===== config.mk =====
export PLATFORM = sky130hd
export DESIGN_NAME = mvt_front_flat
export DESIGN_NICKNAME = d
export VERILOG_FILES = /design/src/hw/rtl/mvt_pkg.sv /design/src/hw/rtl/mvt_in_if.sv /design/src/hw/rtl/mvt_front.sv /design/src/flat_wrapper.sv
export SDC_FILE = /design/constraint.sdc
export NUM_CORES = 1
export LEC_CHECK = 0
export BUFFER_PORTS_ARGS = -buffer_cell sky130_fd_sc_hd__clkbuf_2
export CAP_MARGIN = 25
export CORE_MARGIN = 2
export CORE_UTILIZATION = 47
export DETAILED_ROUTE_END_ITERATION = 16
export GPL_TIMING_DRIVEN = 1
export PLACE_DENSITY = 0.75
export RECOVER_POWER = 50
export SETUP_SLACK_MARGIN = 0.4
export SLEW_MARGIN = 40
export SYNTH_ARGS = -nofsm -noshare
export SYNTH_HDL_FRONTEND = slang
export SYNTH_SLANG_ARGS = --single-unit

===== constraint.sdc =====
create_clock -name clk -period 3.85 [get_ports clk]
set_input_delay 0.1925 -clock clk [delete_from_list [all_inputs] [get_ports clk]]
set_output_delay 0.1925 -clock clk [all_outputs]
set_load 0.005 [all_outputs]

===== src/hw/rtl/mvt_pkg.sv =====
package mvt_pkg;

  localparam int unsigned DATA_W = 32;
  localparam int unsigned MAT_N = 16;
  localparam int unsigned MAT_DIM = 4;
  // truncated product keeps bits 63:16 of the exact product
  localparam int unsigned FRAC_W = 16;
  localparam int unsigned PROD_W = 2 * DATA_W - FRAC_W;
  // four 48-bit terms need two guard bits
  localparam int unsigned SUM_W = PROD_W + 2;
  localparam int unsigned QUEUE_DEPTH = 2;

  localparam logic [1:0] OP_IDENTITY  = 2'd0;
  localparam logic [1:0] OP_SCALE     = 2'd1;
  localparam logic [1:0] OP_TRANSLATE = 2'd2;
  localparam logic [1:0] OP_TRANSFORM = 2'd3;

  localparam logic signed [DATA_W-1:0] Q_ONE   = 32'sh0001_0000;
  localparam logic signed [DATA_W-1:0] S32_MAX = 32'sh7fff_ffff;
  localparam logic signed [DATA_W-1:0] S32_MIN = 32'sh8000_0000;

  typedef logic signed [DATA_W-1:0] matrix_t [MAT_N];

  typedef struct packed {
    logic [1:0]               op;
    logic signed [DATA_W-1:0] x;
    logic signed [DATA_W-1:0] y;
    logic signed [DATA_W-1:0] z;
    logic signed [DATA_W-1:0] w;
  } cmd_t;

  // queue head as seen by the back end
  typedef struct packed {
    logic valid;
    logic wr_mat;
    logic emits;
    cmd_t cmd;
  } head_t;

  typedef struct packed {
    logic signed [DATA_W-1:0] value;
    logic                     ovf;
  } sat_t;

  function automatic sat_t sat32(input logic signed [SUM_W-1:0] v);
    sat_t s;
    logic [SUM_W-DATA_W:0] hi;
    hi = v[SUM_W-1:DATA_W-1];
    if ((&hi) || !(|hi)) begin
      s.value = v[DATA_W-1:0];
      s.ovf = 1'b0;
    end else begin
      s.value = v[SUM_W-1] ? S32_MIN : S32_MAX;
      s.ovf = 1'b1;
    end
    return s;
  endfunction

  function automatic matrix_t identity();
    matrix_t m;
    for (int c = 0; c < MAT_DIM; c++) begin
      for (int r = 0; r < MAT_DIM; r++) begin
        m[c * MAT_DIM + r] = (c == r) ? Q_ONE : '0;
      end
    end
    return m;
  endfunction

endpackage


===== src/hw/rtl/mvt_in_if.sv =====
interface mvt_in_if;
  logic                                valid;
  logic                                ready;
  logic [1:0]                          operation;
  logic signed [mvt_pkg::DATA_W-1:0]   in_x;
  logic signed [mvt_pkg::DATA_W-1:0]   in_y;
  logic signed [mvt_pkg::DATA_W-1:0]   in_z;
  logic signed [mvt_pkg::DATA_W-1:0]   in_w;

  modport source (output valid, operation, in_x, in_y, in_z, in_w, input ready);
  modport sink (input valid, operation, in_x, in_y, in_z, in_w, output ready);
endinterface


===== src/hw/rtl/mvt_front.sv =====
module mvt_front #(
  parameter int unsigned QUEUE_DEPTH = mvt_pkg::QUEUE_DEPTH
) (
  input  logic           clk,
  input  logic           rst_n,
  mvt_in_if.sink         in_chan,
  output mvt_pkg::head_t head,
  input  logic           pop
);

  localparam int unsigned PTR_W = (QUEUE_DEPTH > 1) ? $clog2(QUEUE_DEPTH) : 1;
  localparam int unsigned CNT_W = $clog2(QUEUE_DEPTH + 1);

  mvt_pkg::cmd_t    q_mem [QUEUE_DEPTH];
  logic [PTR_W-1:0] wr_ptr_r, wr_ptr_nxt;
  logic [PTR_W-1:0] rd_ptr_r, rd_ptr_nxt;
  logic [CNT_W-1:0] count_r, count_nxt;
  logic             push;
  logic             do_pop;
  mvt_pkg::cmd_t    in_cmd;

  assign in_chan.ready = (count_r != CNT_W'(QUEUE_DEPTH));
  assign push = in_chan.valid && in_chan.ready;
  assign do_pop = pop && (count_r != '0);

  assign in_cmd.op = in_chan.operation;
  assign in_cmd.x  = in_chan.in_x;
  assign in_cmd.y  = in_chan.in_y;
  assign in_cmd.z  = in_chan.in_z;
  assign in_cmd.w  = in_chan.in_w;

  // classify the head: everything but a vector transform rewrites the matrix
  always_comb begin
    head.valid  = (count_r != '0);
    head.cmd    = q_mem[rd_ptr_r];
    head.emits  = (q_mem[rd_ptr_r].op == mvt_pkg::OP_TRANSFORM);
    head.wr_mat = (q_mem[rd_ptr_r].op != mvt_pkg::OP_TRANSFORM);
  end

  always_comb begin
    wr_ptr_nxt = wr_ptr_r;
    rd_ptr_nxt = rd_ptr_r;
    count_nxt  = count_r;
    if (push) begin
      wr_ptr_nxt = (wr_ptr_r == PTR_W'(QUEUE_DEPTH - 1)) ? '0 : wr_ptr_r + PTR_W'(1);
    end
    if (do_pop) begin
      rd_ptr_nxt = (rd_ptr_r == PTR_W'(QUEUE_DEPTH - 1)) ? '0 : rd_ptr_r + PTR_W'(1);
    end
    if (push && !do_pop) begin
      count_nxt = count_r + CNT_W'(1);
    end else if (do_pop && !push) begin
      count_nxt = count_r - CNT_W'(1);
    end
  end

  always_ff @(posedge clk) begin
    if (!rst_n) begin
      wr_ptr_r <= '0;
      rd_ptr_r <= '0;
      count_r  <= '0;
    end else begin
      wr_ptr_r <= wr_ptr_nxt;
      rd_ptr_r <= rd_ptr_nxt;
      count_r  <= count_nxt;
    end
  end

  always_ff @(posedge clk) begin
    if (push) begin
      q_mem[wr_ptr_r] <= in_cmd;
    end
  end

endmodule


===== src/flat_wrapper.sv =====
// flat-port wrapper written by rule: the top's interface ports become plain ports
module mvt_front_flat 
#(
  parameter int unsigned QUEUE_DEPTH = mvt_pkg::QUEUE_DEPTH
)
  (clk, rst_n, head, pop, in_chan_valid, in_chan_operation, in_chan_in_x, in_chan_in_y, in_chan_in_z, in_chan_in_w, in_chan_ready);
  mvt_in_if in_chan_i ();
  input  logic clk;
  input  logic rst_n;
  output mvt_pkg::head_t head;
  input  logic pop;
  input wire logic [$bits(in_chan_i.valid)-1:0] in_chan_valid;
  input wire logic [$bits(in_chan_i.operation)-1:0] in_chan_operation;
  input wire logic [$bits(in_chan_i.in_x)-1:0] in_chan_in_x;
  input wire logic [$bits(in_chan_i.in_y)-1:0] in_chan_in_y;
  input wire logic [$bits(in_chan_i.in_z)-1:0] in_chan_in_z;
  input wire logic [$bits(in_chan_i.in_w)-1:0] in_chan_in_w;
  output wire logic [$bits(in_chan_i.ready)-1:0] in_chan_ready;
  assign in_chan_i.valid = in_chan_valid;
  assign in_chan_i.operation = in_chan_operation;
  assign in_chan_i.in_x = in_chan_in_x;
  assign in_chan_i.in_y = in_chan_in_y;
  assign in_chan_i.in_z = in_chan_in_z;
  assign in_chan_i.in_w = in_chan_in_w;
  assign in_chan_ready = in_chan_i.ready;
  mvt_front #(.QUEUE_DEPTH(QUEUE_DEPTH)) u_core (.clk(clk), .rst_n(rst_n), .in_chan(in_chan_i), .head(head), .pop(pop));
endmodule

==> results of run 1 <==
==> cells by family (layout without fill, tap and decap cells) <==
family                   after synthesis  count (layout)
flip-flops                           265             265
multiplexers                         129             129
AND/OR/NAND/NOR                       10              10
buffers and inverters                 17             460
adder cells (fa/ha/maj)                1               1
AO/OA/AOI/OAI                          7               7
XOR/XNOR                               3               3
==> cells in the final DEF, fill, tap and decap left out, types with 2 or more instances in the layout <==
cell type,Yosys,routed
clkbuf_8,0,4
clkinv_1,0,2
clkinvlp_4,0,2
buf_12,0,4
edfxtp_1,260,260
clkbuf_16,0,27
buf_4,0,5
and2_1,4,2
clkbuf_1,0,104
clkbuf_2,0,167
xnor2_1,2,2
mux2_4,78,78
clkinv_2,0,5
mux2_2,51,51
dlygate4sd3_1,0,131
bufinv_16,0,3
dfxtp_1,5,4
and2_0,0,2
o21ai_0,1,2
==> cell type report <==
cell class	count	area (µm²)
Clock buffer	35	746
Clock inverter	14	163
Fill cell	1402	7140
Inverter	2	8.76
Multi-Input combinational cell	150	1910
Sequential cell	265	7910
Tap cell	275	344
Timing Repair Buffer	409	2670
==> worst paths after layout <==
path | from | depth (start not counted) | endpoint | slack, ps
worst max register to register | u_core.count_r[0] | 3 | u_core.q_mem[1][73] | 1040
worst min register to register | u_core.count_r[1] | 2 | u_core.count_r[1] | 570
worst max-delay path | u_core.count_r[0] | 3 | u_core.q_mem[1][73] | 1040
worst min-delay path | in_chan_valid | 3 | u_core.wr_ptr_r | 40
==> layer usage <==
metal / wire length, µm / part of all wire [%]
met1: 8400 / 40
met2: 10700 / 51
met3: 1370 / 6.5
met4: 496 / 2.4
met5: 0 / 0
==> power by group <==
part / internal (W) / switching [W] / total, W
combinational: 0.00112 / 0.000945 / 0.00207
clock: 0.00157 / 0.00103 / 0.00260
sequential: 0.00361 / 0.000134 / 0.00374
total: 0.00630 / 0.00211 / 0.00841
==> stage by stage <==
step                      setup slack, ps  util [%]  power [W]
after floorplan                       898         -    0.00500
after detailed placement             1470      55.7    0.00573
after global routing                  811      65.8    0.00877
after global placement               1560      55.7    0.00566
after CTS                            1130      66.3    0.00845
final                                1040      65.8    0.00841
==> critical path, stage by stage (launching register included) <==
cell      delay (ps)
dfxtp_1          440
nand2b_1         240
and3_1           210
clkbuf_2        1410
==> sequential cells by signal, indices dropped and copies added, names as in the netlist, named ones only <==
name / cells
u_core.count_r: 2
u_core.q_mem: 260
u_core.rd_ptr_r: 1
u_core.wr_ptr_r: 1
==> timing repair <==
action | CTS | global route
hold endpoints to repair | 265 | 0
buffers inserted | 0 | 0
hold buffers | 131 | 0
==> flow_metrics.py, run 1 <==
metrics = {
    "yosys": {
        "synth_fa_ha_area_share_pct": 0.126,
        "async_reset_ff_share_pct": 0,
        "synth_area_per_cell_um2": 23.1,
        "synth_compound_area_share_pct": 0.590,
        "synth_top_family_by_area": "multiplexers",
        "synth-main-ff-cell": "edfxtp_1",
        "synth_area_leaders": "edfxtp_1 (78%), mux2_4 (12%), mux2_2 (5.8%), buf_6 (1.1%), dfxtp_1 (1.0%)",
        "yosys_warnings": 0,
        "synthesis.instances": 432,
        "synth-simple-area-share_pct": 0.716,
        "synth-seq-cells": 265,
        "synthMuxAreaShare_pct": 17.5,
        "yosysMostFrequentCell": "edfxtp_1",
        "yosysTopAreaCell": "edfxtp_1",
        "synth_top_area_share_pct": 78.3,
        "syn_nets": 567,
        "syn-cell-area_um2": 9970,
        "ys_top_cells_by_count": "edfxtp_1 (260), mux2_4 (78), mux2_2 (51)",
        "synth_edf_count": 260,
        "synth-xor-area-share_pct": 0.264,
        "ys_seq_area_share_pct": 79.3,
        "synth_cell_types": 24,
    },
    "clocking": {
        "cts_resized": 0,
        "cts.clk_slew.worst_paths_ps": 60,
        "clk_path_buf_depth": 3,
        "clk_latency_ps": 510,
        "numCtsBuffers": 27,
        "root_buffer": "clkbuf_16",
        "cts_sinks": 265,
        "h-tree-depth": 1,
        "cts_tree": "done",
    },
    "global_route": {
        "overflow": 0,
        "grt.total_usage_pct": 18.0,
        "grt_pass1_wl_mm": 31.0,
        "grt_pass1_vias": 5845,
        "grt_util_met2_pct": 32.0,
        "antenna_found_initial": 0,
        "grt.busiest_layer": "met2",
        "gr-usage-met3_pct": 3.29,
        "grt_max_degree": 77,
        "grt_util_met1_pct": 22.5,
    },
    "cells_and_area": {
        "area_growth_pct": 38.0,
        "drive_gt1_share_pct": 40.5,
        "nets": 990,
        "final_cells": 1150,
        "design_area_um2": 13800,
        "num_antenna_cells": 0,
    },
    "routing": {
        "drt_wl_total_mm": 20.9,
        "vias_per_cell": 4.87,
        "wl_per_cell_um": 18.2,
        "vias": 5604,
        "drt_iter0_drc": 281,
        "ant_nets": 0,
        "firstDrtPassIters": 5,
        "drc_errors": 0,
    },
    "status": {
        "violations": "max-capacitance violations, max-slew violations",
        "outcome": "finished, violations left",
    },
    "place": {
        "place_area_um2": 11600,
        "place_hpwl_mm": 12.7,
        "gp_congestion": 0.726,
        "dp_cells": 968,
        "port_buffers": 267,
    },
    "run": {
        "cap_violations": 1,
    },
    "timing": {
        "rsz0062_at_grt": "false",
        "holdWs_ps": 40.0,
        "tightest_slew_ps": 2000,
        "finalMaxSlewViolations": 77,
        "finalCritPeriodShare_pct": 72.9,
        "finalSetupViolations": 0,
        "relSlewSlack_pct": -33.0,
        "final_hold_viol_count": 0,
        "fin_worst_skew_ps": 13.6,
        "max_freq_ghz": 0.356,
        "tns_ps": 0,
        "period_minus_slack_ps": 2810,
    },
    "min_path": {
        "hp-class": "in2reg",
    },
    "floorplan": {
        "die_h_um": 150,
        "chipWidth_um": 150,
        "io_pins": 268,
        "num_rows": 53,
        "die-area_um2": 22400,
        "start_util_pct": 47.7,
        "coreArea_um2": 20900,
    },
    "worst_setup_path": {
        "endpoint_kind": "register",
        "crit_arrival_ps": 2900,
        "crit_path_start_kind": "register",
        "worstPathRequired_ps": 3950,
        "criticalPathCategory": "reg2reg",
        "crit_fanout": 76,
    },
    "pwr": {
        "irDropWorstVdd_mv": 0.412,
        "p_per_area_nw_per_um2": 612,
        "leakagePower_nw": 5.16,
    },
}
Power figures use the tool's default switching activity.
==> run 2: changes to the inputs <==
ABC_AREA = 1   (was unset)
CORE_UTILIZATION = 50   (was 47)
PLACE_DENSITY = 0.77   (was 0.75)
clock period = 2.9 ns   (was 3.85 ns; I/O delays follow)
==> flow_metrics.py, run 2 <==
metrics = {
    "status": {
        "outcome": "finished, violations left",
        "violations": "max-capacitance violations, max-slew violations",
    },
    "worst_setup_path": {
        "crit_chain": "inv_2 > nand2_4 > nand2_1 > nor2_4 > buf_2",
        "crit_family": "buffers and inverters",
        "crit_arrival_ps": 2550,
        "crit_fanout": 67,
        "slowest_delay_ps": 1170,
        "endpoint_kind": "register",
        "slowest_stage": "buf_2",
        "crit_path_start_kind": "register",
        "cp.buffers_inverters": 2,
        "criticalPathCategory": "reg2reg",
        "worstPathRequired_ps": 3010,
    },
    "place": {
        "place_hpwl_mm": 13.3,
        "gp_congestion": 0.788,
        "port_buffers": 267,
    },
    "timing": {
        "rsz0062_at_grt": "false",
        "relSlewSlack_pct": -7.17,
        "final_hold_viol_count": 0,
        "finalCritPeriodShare_pct": 84.2,
        "tightest_slew_ps": 1610,
        "finalMaxSlewViolations": 68,
        "period_minus_slack_ps": 2440,
        "fin_worst_skew_ps": 15.3,
        "tns_ps": 0,
        "finalSetupViolations": 0,
        "max_freq_ghz": 0.410,
    },
    "global_route": {
        "antenna_found_initial": 0,
        "grt_max_degree": 68,
        "grt.total_usage_pct": 20.3,
        "overflow": 0,
        "grt_pass1_vias": 6208,
        "grt_pass1_wl_mm": 33.5,
    },
    "pwr": {
        "pwr-share-clk_pct": 31.1,
        "irDropWorstVdd_mv": 0.627,
        "pwr-share-comb_pct": 23.2,
        "power.internal_w": 0.00826,
        "p_sw_share_pct": 25.2,
        "pwr-share-seq_pct": 45.7,
        "leakagePower_nw": 5.19,
        "p_per_area_nw_per_um2": 804,
        "p_sw_w": 0.00278,
    },
    "yosys": {
        "async_reset_ff_share_pct": 0,
        "synth_top_area_share_pct": 78.4,
        "yosysMostFrequentCell": "edfxtp_1",
        "syn-cell-area_um2": 9960,
        "synth-seq-cells": 265,
        "synth_edf_count": 260,
        "synth_area_per_cell_um2": 22.2,
        "yosysTopAreaCell": "edfxtp_1",
        "syn_nets": 583,
        "ys_top_cells_by_count": "edfxtp_1 (260), mux2_4 (80), mux2_2 (48)",
        "ys_seq_area_share_pct": 79.4,
        "synthesis.instances": 448,
        "synth-main-ff-cell": "edfxtp_1",
        "synth_area_leaders": "edfxtp_1 (78%), mux2_4 (12%), mux2_2 (5.4%), buf_6 (1.1%), dfxtp_1 (1.0%)",
        "synth_cell_types": 17,
        "yosys_warnings": 0,
    },
    "clocking": {
        "cts_resized": 0,
        "cts_sinks": 265,
        "h-tree-depth": 1,
        "root_buffer": "clkbuf_16",
        "clk_latency_ps": 520,
        "numCtsBuffers": 27,
        "cts_tree": "done",
        "clk_path_buf_depth": 3,
        "cts.clk_slew.worst_paths_ps": 60,
    },
    "floorplan": {
        "start_util_pct": 51.0,
        "die_h_um": 145,
        "chipWidth_um": 145,
        "io_pins": 268,
        "die-area_um2": 21100,
        "coreArea_um2": 19500,
        "num_rows": 51,
    },
    "routing": {
        "firstDrtPassIters": 4,
        "drt_wl_total_mm": 22.1,
        "wl_met1_mm": 8.45,
        "ant_nets": 0,
        "vias": 5693,
        "route.met2.wl_mm": 11.6,
        "vias_per_cell": 4.92,
        "top_layer": "met4",
        "drt_iter0_drc": 227,
        "wl_per_cell_um": 19.1,
        "drc_errors": 0,
        "wl_met3_mm": 1.31,
    },
    "cells_and_area": {
        "drive_gt1_share_pct": 38.4,
        "fillCellCount": 1265,
        "mostFrequentLayoutCells": "edfxtp_1 (260), clkbuf_2 (159), dlygate4sd3_1 (131)",
        "top_register": "u_core.q_mem",
        "largest_reg_flops": 260,
        "multi_input_area_um2": 1900,
        "area_growth_pct": 38.0,
        "final_core_util_pct": 70.4,
        "seqCellArea_um2": 7910,
        "reg_top3": "u_core.q_mem x260, u_core.count_r x2",
        "layout_commonest_cell": "edfxtp_1",
        "num_antenna_cells": 0,
        "nets": 1006,
    },
    "run": {
        "cap_violations": 1,
    },
    "min_path": {
        "hp-class": "in2reg",
    },
}
run 2: cell types whose count changed in the layout (fill, tap and decap cells not counted), moves of 6 or more:
| cell | previous run | this run |
|---|---|---|
| nor2_1 | 0 | 6 |
| clkbuf_1 | 104 | 113 |
| inv_1 | 1 | 10 |
| clkbuf_2 | 167 | 159 |
| nand2_1 | 0 | 11 |
run 2: cell families after synthesis:
logic type / synth area share [%]
DFF: 79.4
AOI/OAI and AO/OA: 0.327
adders and majority gates: 0.126
and+or+nand+nor: 0.867
muxes: 17.5
buffers and inverters: 1.82
run 2: per-layer routing:
layer	vias to the layer above	global-route usage [%]
li1	2601	-
met1	2789	23.5
met2	249	37.6
met3	54	3.93
met4	0	7.25
met5	-	0
run 2: final cells by class:
| type | instances | share of cell area (%) |
|---|---|---|
| multi-input combinational | 157 | 13.8 |
| timing repair buffer | 409 | 19.5 |
| clock inverter | 17 | 1.34 |
| tap | 265 | 2.41 |
| sequential | 265 | 57.6 |
| clock buffer | 32 | 5.05 |
| inverter | 11 | 0.300 |
run 2: worst register-to-register path: cells and delay by family, from the launching register on:
family,cells,cell delay [ps]
buffers and inverters,2,1240
AND/OR/NAND/NOR,3,360
flip-flops,1,350
run 2: what timing repair did:
action	CTS	global route
buffers inserted	0	1
endpoints found under the setup margin	0	1
hold endpoints to repair	265	0
hold buffers	131	0
run 2: metrics by stage:
stage | hold slack (ps) | power (W) | std cells | setup WS [ps] | cell area, µm²
5_1_grt | 61.3 | 0.0115 | 1156 | 304 | 13700
3_5_place_dp | 338 | 0.00754 | 975 | 1060 | 11700
6_report | 47.3 | 0.0110 | 1156 | 460 | 13700
3_3_place_gp | 333 | 0.00743 | 975 | 1080 | 11700
2_1_floorplan | 244 | 0.00655 | 448 | 31.3 | 9990
4_1_cts | 13.1 | 0.0111 | 1155 | 496 | 13900
run 2: worst paths after layout:
check                               to  cells past startpoint         startpoint  slack (ps)
hold / removal         u_core.rd_ptr_r                      4                pop          50
hold reg to reg        u_core.rd_ptr_r                      2    u_core.rd_ptr_r         520
setup reg to reg  u_core.q_mem[1][109]                      5  u_core.count_r[0]         460
setup / recovery  u_core.q_mem[1][109]                      5  u_core.count_r[0]         460
run 2: power groups by stage:
| stage | Sequential (W) | Combinational [W] | Clock, W |
|---|---|---|---|
| finish | 0.00505 | 0.00256 | 0.00344 |
| global route | 0.00509 | 0.00274 | 0.00365 |
| CTS | 0.00507 | 0.00255 | 0.00349 |
| detailed placement | 0.00515 | 0.00240 | 0 |
| global placement | 0.00510 | 0.00233 | 0 |
| floorplan | 0.00504 | 0.00151 | 0 |
